**src/rtl/core/hss_pkg.sv**
```systemverilog
package hss_pkg;

  localparam int DEF_MAX_SIDE = 256;

  localparam int VALUE_W     = 24;
  localparam int IDX_OUT_W   = 8;
  localparam int GRID_SIDE_W = 9;

  localparam int IN_DATA_W  = 24;
  localparam int OUT_DATA_W = 40;

  localparam int APB_DATA_W = 32;
  localparam int APB_ADDR_W = 5;
  localparam int REG_IDX_W  = 3;

  localparam logic [REG_IDX_W-1:0] REG_GRID_SIDE    = 3'd0;
  localparam logic [REG_IDX_W-1:0] REG_SOURCE_ROW   = 3'd1;
  localparam logic [REG_IDX_W-1:0] REG_SOURCE_COL   = 3'd2;
  localparam logic [REG_IDX_W-1:0] REG_SOURCE_VALUE = 3'd3;
  localparam logic [REG_IDX_W-1:0] REG_SOURCE_EN    = 3'd4;

  localparam logic [GRID_SIDE_W-1:0] RST_GRID_SIDE    = 9'd200;
  localparam logic [IDX_OUT_W-1:0]   RST_SOURCE_ROW   = 8'd50;
  localparam logic [IDX_OUT_W-1:0]   RST_SOURCE_COL   = 8'd50;
  localparam logic [VALUE_W-1:0]     RST_SOURCE_VALUE = 24'd85248;
  localparam logic                   RST_SOURCE_EN    = 1'b1;

  typedef struct packed {
    logic               mid_we;
    logic               up_we;
    logic [VALUE_W-1:0] mid_data;
    logic [VALUE_W-1:0] up_data;
  } hss_wr_t;

  typedef struct packed {
    logic [VALUE_W-1:0] self;
    logic [VALUE_W-1:0] east;
    logic [VALUE_W-1:0] north;
  } hss_rd_t;

  typedef struct packed {
    logic                 frame_last;
    logic [IDX_OUT_W-1:0] out_col;
    logic [IDX_OUT_W-1:0] out_row;
    logic [VALUE_W-1:0]   new_value;
  } hss_res_t;

endpackage

```
**src/rtl/core/hss_out_fifo.sv**
```systemverilog
module hss_out_fifo import hss_pkg::*; (
  input  logic     clk,
  input  logic     rst,
  input  logic     in_valid,
  output logic     in_ready,
  input  hss_res_t in_data,
  output logic     out_valid,
  input  logic     out_ready,
  output hss_res_t out_data
);

  hss_res_t   slot [2];
  logic [1:0] count;
  logic       wr_ptr;
  logic       rd_ptr;
  logic       push;
  logic       pop;

  assign in_ready  = (count != 2'd2);
  assign out_valid = (count != 2'd0);
  assign push      = in_valid && in_ready;
  assign pop       = out_valid && out_ready;
  assign out_data  = slot[rd_ptr];

  always_ff @(posedge clk) begin
    if (rst) begin
      count  <= 2'd0;
      wr_ptr <= 1'b0;
      rd_ptr <= 1'b0;
    end else begin
      if (push) begin
        wr_ptr <= ~wr_ptr;
      end
      if (pop) begin
        rd_ptr <= ~rd_ptr;
      end
      case ({push, pop})
        2'b10:   count <= count + 2'd1;
        2'b01:   count <= count - 2'd1;
        default: count <= count;
      endcase
    end
  end

  always_ff @(posedge clk) begin
    if (push) begin
      slot[wr_ptr] <= in_data;
    end
  end

endmodule

```
**config.mk**
```make
export PLATFORM = sky130hd
export DESIGN_NAME = hss_out_fifo
export DESIGN_NICKNAME = d
export VERILOG_FILES = /design/src/rtl/core/hss_pkg.sv /design/src/rtl/core/hss_out_fifo.sv
export SDC_FILE = /design/constraint.sdc
export NUM_CORES = 1
export LEC_CHECK = 0
export BUFFER_PORTS_ARGS = -buffer_cell sky130_fd_sc_hd__clkbuf_2
export CAP_MARGIN = 30
export CORE_ASPECT_RATIO = 1.5
export CORE_MARGIN = 2
export CORE_UTILIZATION = 30
export CTS_CLUSTER_SIZE = 30
export DETAILED_ROUTE_END_ITERATION = 8
export SLEW_MARGIN = 25
export SYNTH_ARGS = -nofsm -noshare
export SYNTH_HDL_FRONTEND = slang
export SYNTH_SLANG_ARGS = --single-unit
```
**constraint.sdc**
```tcl
create_clock -name clk -period 2.3 [get_ports clk]
set_input_delay 0.115 -clock clk [delete_from_list [all_inputs] [get_ports clk]]
set_output_delay 0.115 -clock clk [all_outputs]
set_load 0.02 [all_outputs]
```
## Yosys cells after proc, flatten, opt, wreduce, memory -nomap -nowiden

Memories as Yosys holds them, arrays and structs flattened. A register that Yosys moved wholly into a read port is not among the register bits.
Index checks and enable logic that the tools add are counted.

- Register bits after elaboration: 4
- Memory bits (writable): 82
- Word-level logic and storage cells: 20
- Memories: 1
- Input bits: 45
- Output and inout port bits: 43

- Reductions and logical operators: 4
- Bitwise gates (word level): 2
- Eq/ne operators: 3
- Mux-type cells: 5
- $add $sub $neg: 2

Memories:

| name | depth | width | rd ports | clocked after memory_dff | wr ports | RTL line | RTL |
|---|---|---|---|---|---|---|---|
| slot | 2 | 41 | 1 | 1 | 1 | hss_out_fifo.sv:12 | `hss_res_t slot [2];` |

Operators with widths:

| operator | count |
|---|---|
| $mux 1 | 4 |
| $pmux 2 s2 | 1 |
| $reduce_bool 2->1 | 2 |
| $add 2x1->2 const B | 1 |
| $eq 2x1->1 const B | 1 |
| $eq 2x2->1 const B | 1 |
| $logic_and 1x1->1 | 2 |
| $ne 2x2->1 const B | 1 |
| $not 1->1 | 2 |
| $sub 2x1->2 const B | 1 |

## Logic depth before layout (Yosys ltp)

Gate-level depths: netlist of run 1.

- Word-level depth: 4
- Depth in mapped cells: 6

## Least setup slack after synthesis of run 1

OpenSTA, ideal clock, no wires.

- Kind: flip-flop to flip-flop
- From: reg count[0]
- To: mem slot[1][0] (netlist bit), enable pin
- Clock period less this slack: 2180 ps
- Slack: 120 ps
- Buffers on the path: 0
- Data arrival time: 1778 ps
- Stages on the path, launching flop included: 3
- Cells stage by stage: dfxtp_1 nand2b_1 and3_1

- Word-level cells in the longest chain between the ends: 4

RTL lines:

| element | RTL line | RTL |
|---|---|---|
| start, declared | hss_out_fifo.sv:13 | `logic [1:0] count;` |
| start signal, assigned | hss_out_fifo.sv:38 | `2'b10: count <= count + 2'd1;` |
| start signal, assigned | hss_out_fifo.sv:39 | `2'b01: count <= count - 2'd1;` |
| start signal, assigned | hss_out_fifo.sv:40 | `default: count <= count;` |
| $ne 2x2->1 | hss_out_fifo.sv:19 | `assign in_ready = (count != 2'd2);` |
| via in_ready | hss_out_fifo.sv:5 | `output logic in_ready,` |
| $logic_and 1x1->1 | hss_out_fifo.sv:21 | `assign push = in_valid && in_ready;` |
| $mux 1 | hss_out_fifo.sv:46 | `if (push) begin` |
| $mux 1 (implied by the code) | hss_out_fifo.sv:47 | `slot[wr_ptr] <= in_data;` |
| end, declared | hss_out_fifo.sv:12 |  |

The timed path passes the listed nets, and every way through them passes these cells.

==> results by group, run 1 <==
Run status
  – Status: finished, final reports clean

Global route
  – Initial antenna violation count: 0
  – Largest net degree at the start of global routing: 24
  – First-pass GRT wire length: 8859 um
  – GRT Overall Usage: 0.1057
  – Congestion Overflow GR: 0
  – Number of global-route vias before repair: 1879

Worst setup path
  – Worst setup SP type: flop
  – Setup Crit Path Kind: flop to output port
  – CP Max Fanout: 23
  – WP data required: about 2200 ps
  – Reg2reg start: count[0]$_SDFFE_PP0P_
  – Setup slack, reg-to-reg: 570 ps
  – Worst setup EP type: output port
  – Worst EP arrival: approximately 1800 ps
  – Crit Reg-Reg Endpoint: slot[1][22]$_DFFE_PP_
  – R2R depth: 3

Layout
  – Antenna cells: 0
  – Register area: between 0.002 and 0.003 mm2
  – Fin util: 0.4329
  – Final instance count without filler cells: 440
  – Share of layout cells above drive strength 1: 0.5101
  – Multi-input logic area: 581.8 um2
  – Fillers: 937
  – Layout area overhead: 42.23%
  – Nets: between 300 and 400

Clocking
  – CTS root buffer: clkbuf_16
  – CTS Sinks: 87
  – CTS clk-pin slew, worst paths: ~60 ps
  – Resize count post-CTS: 0
  – CTS tree: done
  – Clk Latency, worst-skew pair: 330 ps
  – CTS H-tree lvls: 3
  – CTS Buf Count: 9
  – # hold bufs at CTS: 41
  – Clock tree buffer depth: 2
  – Setup bufs post-CTS: 0

Routing
  – Via-per-instance ratio: 4.152
  – Total Wirelength: around 5700 um
  – Via Count: 1827
  – DRC Markers: 0
  – Initial DRC Count: 37
  – TritonRoute pass-1 iters: 4
  – Final ANT Viol Nets: 0
  – Avg WL per Cell: 13.04 um

Synth
  – Post-Syn Area per Cell: approximately 21 um2
  – EDFF count, synth: 82
  – Gate Count Post-Synth: between 150 and 200
  – Asr flop ratio synth: 0
  – Primary FF master, synth: edfxtp_1
  – #FFs+latches synth: 87
  – Seq/Total Area, Yosys: 0.8082
  – Post-synthesis cell type count: 20
  – Mapped Nets: slightly below 200
  – Synth warn: 0
  – Cell Area, Synth: 0.003171 mm2

Pwr
  – Leakage power: ~1.7 nW
  – PwrDens: 1063 mW/mm2
  – Pwr Total: 4.793 mW
  – Maximum vdd drop: a little over 0.0005 V

STA
  – Max Slew Vio Count: 0
  – FMAX: ~0.54 GHz
  – Tmin final: 1865 ps
  – Tightest Pin Transition: ~500 ps
  – Final Setup Violations: 0
  – RSZ-0062 raised after global routing: no
  – Final Skew: around 4.0 ps
  – Final number of hold-violating endpoints: 0
  – Final worst-path cycle share: 0.8108
  – Sum Neg Setup Slack: 0 ps
  – Slew HR: 0.6650

Worst hold path
  – Worst hold path type: primary input to flop
  – Hold path start: rst
  – Hold Path Stages: 2
  – Hold Path End: count[1]$_SDFFE_PP0P_

Placement
  – GPL Wtd Cong: just over 0.7
  – PortBufs: 87
  – Dpl hpwl: about 3900 um
  – Placed insts: 383

Die
  – Die X: a little under 90 um
  – Initial Utilization: 0.3043
  – Die Footprint: around 0.011 mm2
  – # rows: 46
  – IO Count: slightly below 90
  – Area of the core: 0.01042 mm2
  – Die Y: ~130 um

Job
  – Max-cap violation count: 0
sequential cells by signal, indices dropped and copies added (netlist names), named ones only:
signal	flops
slot	82
count	2
wr_ptr	1
rd_ptr	1
cell usage in the layout, fill, tap and decap left out, types with 2 or more instances in the layout:
master and count:
buf_12 3, dfxtp_1 4, buf_4 2, dlygate4sd3_1 41, mux2_2 41, clkbuf_16 9
clkbuf_1 3, clkbuf_2 87, edfxtp_1 82, xnor2_1 2, a21oi_1 2, nor2_1 3
clkinv_2 3
worst max path at each step:
stage	startpoint	endpoint
6_report	flop	out_data[22]
5_1_grt	flop	out_data[32]
4_1_cts	flop	out_data[22]
3_5_place_dp	count[0]$_SDFFE_PP0P_	slot[1][28]$_DFFE_PP_
3_3_place_gp	count[0]$_SDFFE_PP0P_	slot[1][7]$_DFFE_PP_
2_1_floorplan	count[0]$_SDFFE_PP0P_	slot[1][0]$_DFFE_PP_
logic make-up after synthesis:
logic type                 synth area share
AOI/OAI and AO/OA                   0.01026
xor gates and xnor gates           0.008289
adders and majority gates          0.003946
buffers and inverters              0.008680
DFF                                  0.8082
muxes                                0.1456
and+or+nand+nor                     0.01500
cell type report:
type / instances / share of cell area
clock buffers: 12 / 0.05244
clock inverters: 4 / 0.004994
inverters: 1 / 0.0008324
multi-input cells: 59 / 0.1290
flip-flops and latches: 87 / 0.5685
well taps: 144 / 0.03996
repair buffers: 133 / 0.2042
routing by layer:
layer,track usage,share of wire,vias up
met5,0,0,-
met4,0.05701,0.022,0
met3,0.03479,0.055,14
met2,0.1854,0.56,53
met1,0.1098,0.37,894
li1,-,-,866
worst max-delay path, stage by stage (launching register included):
cell and delay, ps:
dfxtp_2 630, buf_12 240, mux2_2 360, clkbuf_2 160
where the power goes:
group | internal [mW] | leakage, nW | switching (mW) | total, mW
logic | 0.634 | 0.772 | 0.793 | 1.43
registers | 2.00 | 0.809 | 0.113 | 2.12
clock network | 0.725 | 0.126 | 0.524 | 1.25
total | 3.36 | 1.71 | 1.43 | 4.79
synthesized netlist by cell type (2+ instances only):
cell type / n / share of area
buf_2: 4 / 0.0063
mux2_2: 41 / 0.15
a21oi_1: 2 / 0.0032
edfxtp_1: 82 / 0.78
dfxtp_1: 5 / 0.032
nor2_1: 3 / 0.0036
xnor2_1: 2 / 0.0055
stage by stage:
stage	setup WS (ps)	hold slack (ps)	area [um2]
6_report	435.1	13.17	4509
3_3_place_gp	626.3	306.8	3840
2_1_floorplan	119.5	184.1	3171
5_1_grt	314.3	22.92	4509
3_5_place_dp	548.5	308.1	3840
4_1_cts	372.6	1.482	4509
Power figures use the tool's default switching activity.
==> inputs of run 2 (changes only) <==
==> constraint.sdc (replaced) <==
create_clock -name clk -period 1.6 [get_ports clk]
set_input_delay 0.08 -clock clk [delete_from_list [all_inputs] [get_ports clk]]
set_output_delay 0.08 -clock clk [all_outputs]
set_load 0.02 [all_outputs]
==> run 2 against run 1 <==
Effect of this change: critical path depth did not move; combinational power grew 50%; clock skew increased by 1.5 ps; register-to-register slack got worse by 440 ps; count of clock-buffer cells in the layout down 2; wire length grew 1.4%; via count grew 0.38%; global-route usage rose by 0.11 points; critical path type unchanged; power is 52% higher; critical endpoint is now out_data[19]; worst setup slack worse by 360 ps.
==> results by group, run 2 (synthesized netlist as in run 1, its figures left out) <==
Run status
  – Status: finished, final reports clean (unchanged)

Die
  – Initial Utilization: 0.3043 (unchanged)
  – Area of the core: 0.01042 mm2 (unchanged)
  – # rows: 46 (unchanged)
  – Die Y: 129.9 um (unchanged)
  – Die Footprint: 0.01142 mm2 (unchanged)
  – Die X: 87.94 um (unchanged)
  – IO Count: 88 (unchanged)

Worst setup path
  – Worst EP arrival: 1440 ps (was 1750 ps)
  – Setup Crit Path Kind: flop to output port (unchanged)
  – CP Max Fanout: 19 (was 23)
  – Setup slack, reg-to-reg: 130 ps (was 570 ps)
  – Worst setup EP type: output port (unchanged)
  – Worst setup SP type: flop (unchanged)
  – WP data required: 1520 ps (was 2180 ps)

Placement
  – GPL Wtd Cong: 0.7121 (was 0.7074)
  – Dpl hpwl: 3669 um (was 3893 um)
  – Placed insts: 384 (was 383)
  – PortBufs: 87 (unchanged)
  – Placed inst area: 0.003860 mm2 (was 0.003840 mm2)

Clocking
  – CTS Buf Count: 9 (unchanged)
  – Clock tree buffer depth: 2 (unchanged)
  – Setup bufs post-CTS: 0 (unchanged)
  – CTS Sinks: 87 (unchanged)
  – CTS clk-pin slew, worst paths: 60 ps (about the same)
  – CTS H-tree lvls: 3 (unchanged)
  – Clk Latency, worst-skew pair: 330 ps (about the same)
  – CTS tree: done (unchanged)
  – CTS root buffer: clkbuf_16 (unchanged)

Layout
  – Finished layout cell area: 0.004586 mm2 (was 0.004509 mm2)
  – Final instance count without filler cells: 440 (unchanged)
  – Most frequent cells in the layout: clkbuf_2 (87), edfxtp_1 (82), dlygate4sd3_1 (42) (was clkbuf_2 (87), edfxtp_1 (82), mux2_2 (41), dlygate4sd3_1 (41), clkbuf_16 (9))
  – Share of layout cells above drive strength 1: 0.5203 (was 0.5101)
  – Antenna cells: 0 (unchanged)
  – Nets: 339 (was 337)
  – Regs by FF count: slot: 82 flops, count: 2 flops (unchanged)
  – Fillers: 938 (was 937)
  – Layout area overhead: 44.63% (was 42.23%)
  – Max FFs per register: 82 (unchanged)
  – Most common cell after layout, fill and taps aside: clkbuf_2 (unchanged)
  – Top reg by flops: slot (unchanged)

Routing
  – Avg WL per Cell: 13.22 um (was 13.04 um)
  – Initial DRC Count: 68 (was 37)
  – Final ANT Viol Nets: 0 (unchanged)
  – Total Wirelength: 5817 um (was 5739 um)
  – Via-per-instance ratio: 4.168 (was 4.152)
  – TritonRoute pass-1 iters: 4 (unchanged)
  – DRC Markers: 0 (unchanged)
  – Via Count: 1834 (was 1827)

Global route
  – Congestion Overflow GR: 0 (unchanged)
  – Number of global-route vias before repair: 1906 (was 1879)
  – First-pass GRT wire length: 8887 um (was 8859 um)
  – Largest net degree at the start of global routing: 35 (was 24)
  – Initial antenna violation count: 0 (unchanged)
  – GRT Overall Usage: 0.1067 (was 0.1057)

STA
  – Tightest Pin Transition: 202.7 ps (was 502.5 ps)
  – Final number of hold-violating endpoints: 0 (unchanged)
  – RSZ-0062 raised after global routing: no (unchanged)
  – Final worst-path cycle share: 0.9509
  – Tmin final: roughly 1500 ps
  – Max Slew Vio Count: 0 (unchanged)
  – Slew HR: 0.8639 (was 0.6650)
  – Final Setup Violations: 0 (unchanged)
  – FMAX: ~0.66 GHz
  – Final hold slack: 85.70 ps (was 13.17 ps)
  – Final Skew: 5.490 ps (was 3.959 ps)

Worst hold path
  – Worst hold path type: primary input to flop (unchanged)

Pwr
  – PwrDens: 1584 mW/mm2 (was 1063 mW/mm2)
  – Leakage power: 1.734 nW (was 1.707 nW)
  – Maximum vdd drop: 0.0008773 V (was 0.0005193 V)
  – Pwr Total: 7.264 mW (was 4.793 mW)

Job
  – Max-cap violation count: 0 (unchanged)
==> run 2: cell types whose count changed in the layout (fill, tap and decap cells not counted), sizes merged <==
cell / delta
dlygate4sd3: +1
buf: +1
bufinv: +2
clkbuf: -2
inv: -1
clkinvlp: +1
clkinv: -2
==> run 2: area by class of cell <==
| type | instances | area, um2 | area share |
|---|---|---|---|
| Clock buffer | 10 | 229.0 | 0.04993 |
| Clock inverter | 4 | 72.57 | 0.01583 |
| Inverter | 1 | 7.507 | 0.001637 |
| Multi-Input combinational cell | 59 | 589.3 | 0.1285 |
| Sequential cell | 87 | 2565 | 0.5593 |
| Tap cell | 144 | 180.2 | 0.03929 |
| Timing Repair Buffer | 135 | 942.2 | 0.2055 |
==> run 2: worst max-delay path: stages (launching register included) <==
cell and delay, ps:
dfxtp_2 360, buf_6 220, mux2_2 360, clkbuf_2 160
==> run 2: through the flow <==
| stage | setup TNS, ps | util | worst slack [ps] |
|---|---|---|---|
| after floorplan | -1710 | - | -41.70 |
| final | 0 | 0.4402 | 78.51 |
| after global placement | 0 | 0.3705 | 188.1 |
| after detailed placement | 0 | 0.3705 | 147.0 |
| after global routing | 0 | 0.4402 | 14.24 |
| after CTS | 0 | 0.4402 | 41.45 |
==> run 2: report_power, final <==
group          internal (mW)  leakage, nW  switching (mW)
logic                  0.944        0.781            1.19
registers               2.88        0.809           0.109
clock network           1.35        0.144           0.788
==> run 2: what timing repair did <==
item / CTS / global route
setup endpoints to repair: 19 / 0
hold buffers: 42 / 0
resized for setup: 1 / 0
hold endpoints to repair: 87 / 0
==> run 2: path summary, 6_finish.rpt <==
| check | startpoint | to | cells past startpoint |
|---|---|---|---|
| setup / recovery | flop | out_data[19] | 3 |
| hold / removal | in_valid | wr_ptr$_SDFFE_PP0P_ | 3 |
| setup reg to reg | count[0]$_SDFFE_PP0P_ | count[1]$_SDFFE_PP0P_ | 5 |
| hold reg to reg | rd_ptr$_SDFFE_PP0P_ | rd_ptr$_SDFFE_PP0P_ | 2 |
==> run 2: routing by layer <==
metal	vias to the layer above	track usage	routed length [um]
met5	-	0	0
met4	0	0.07602	189
met3	12	0.02277	243
met2	56	0.1805	3000
met1	888	0.1169	2384
li1	878	-	-
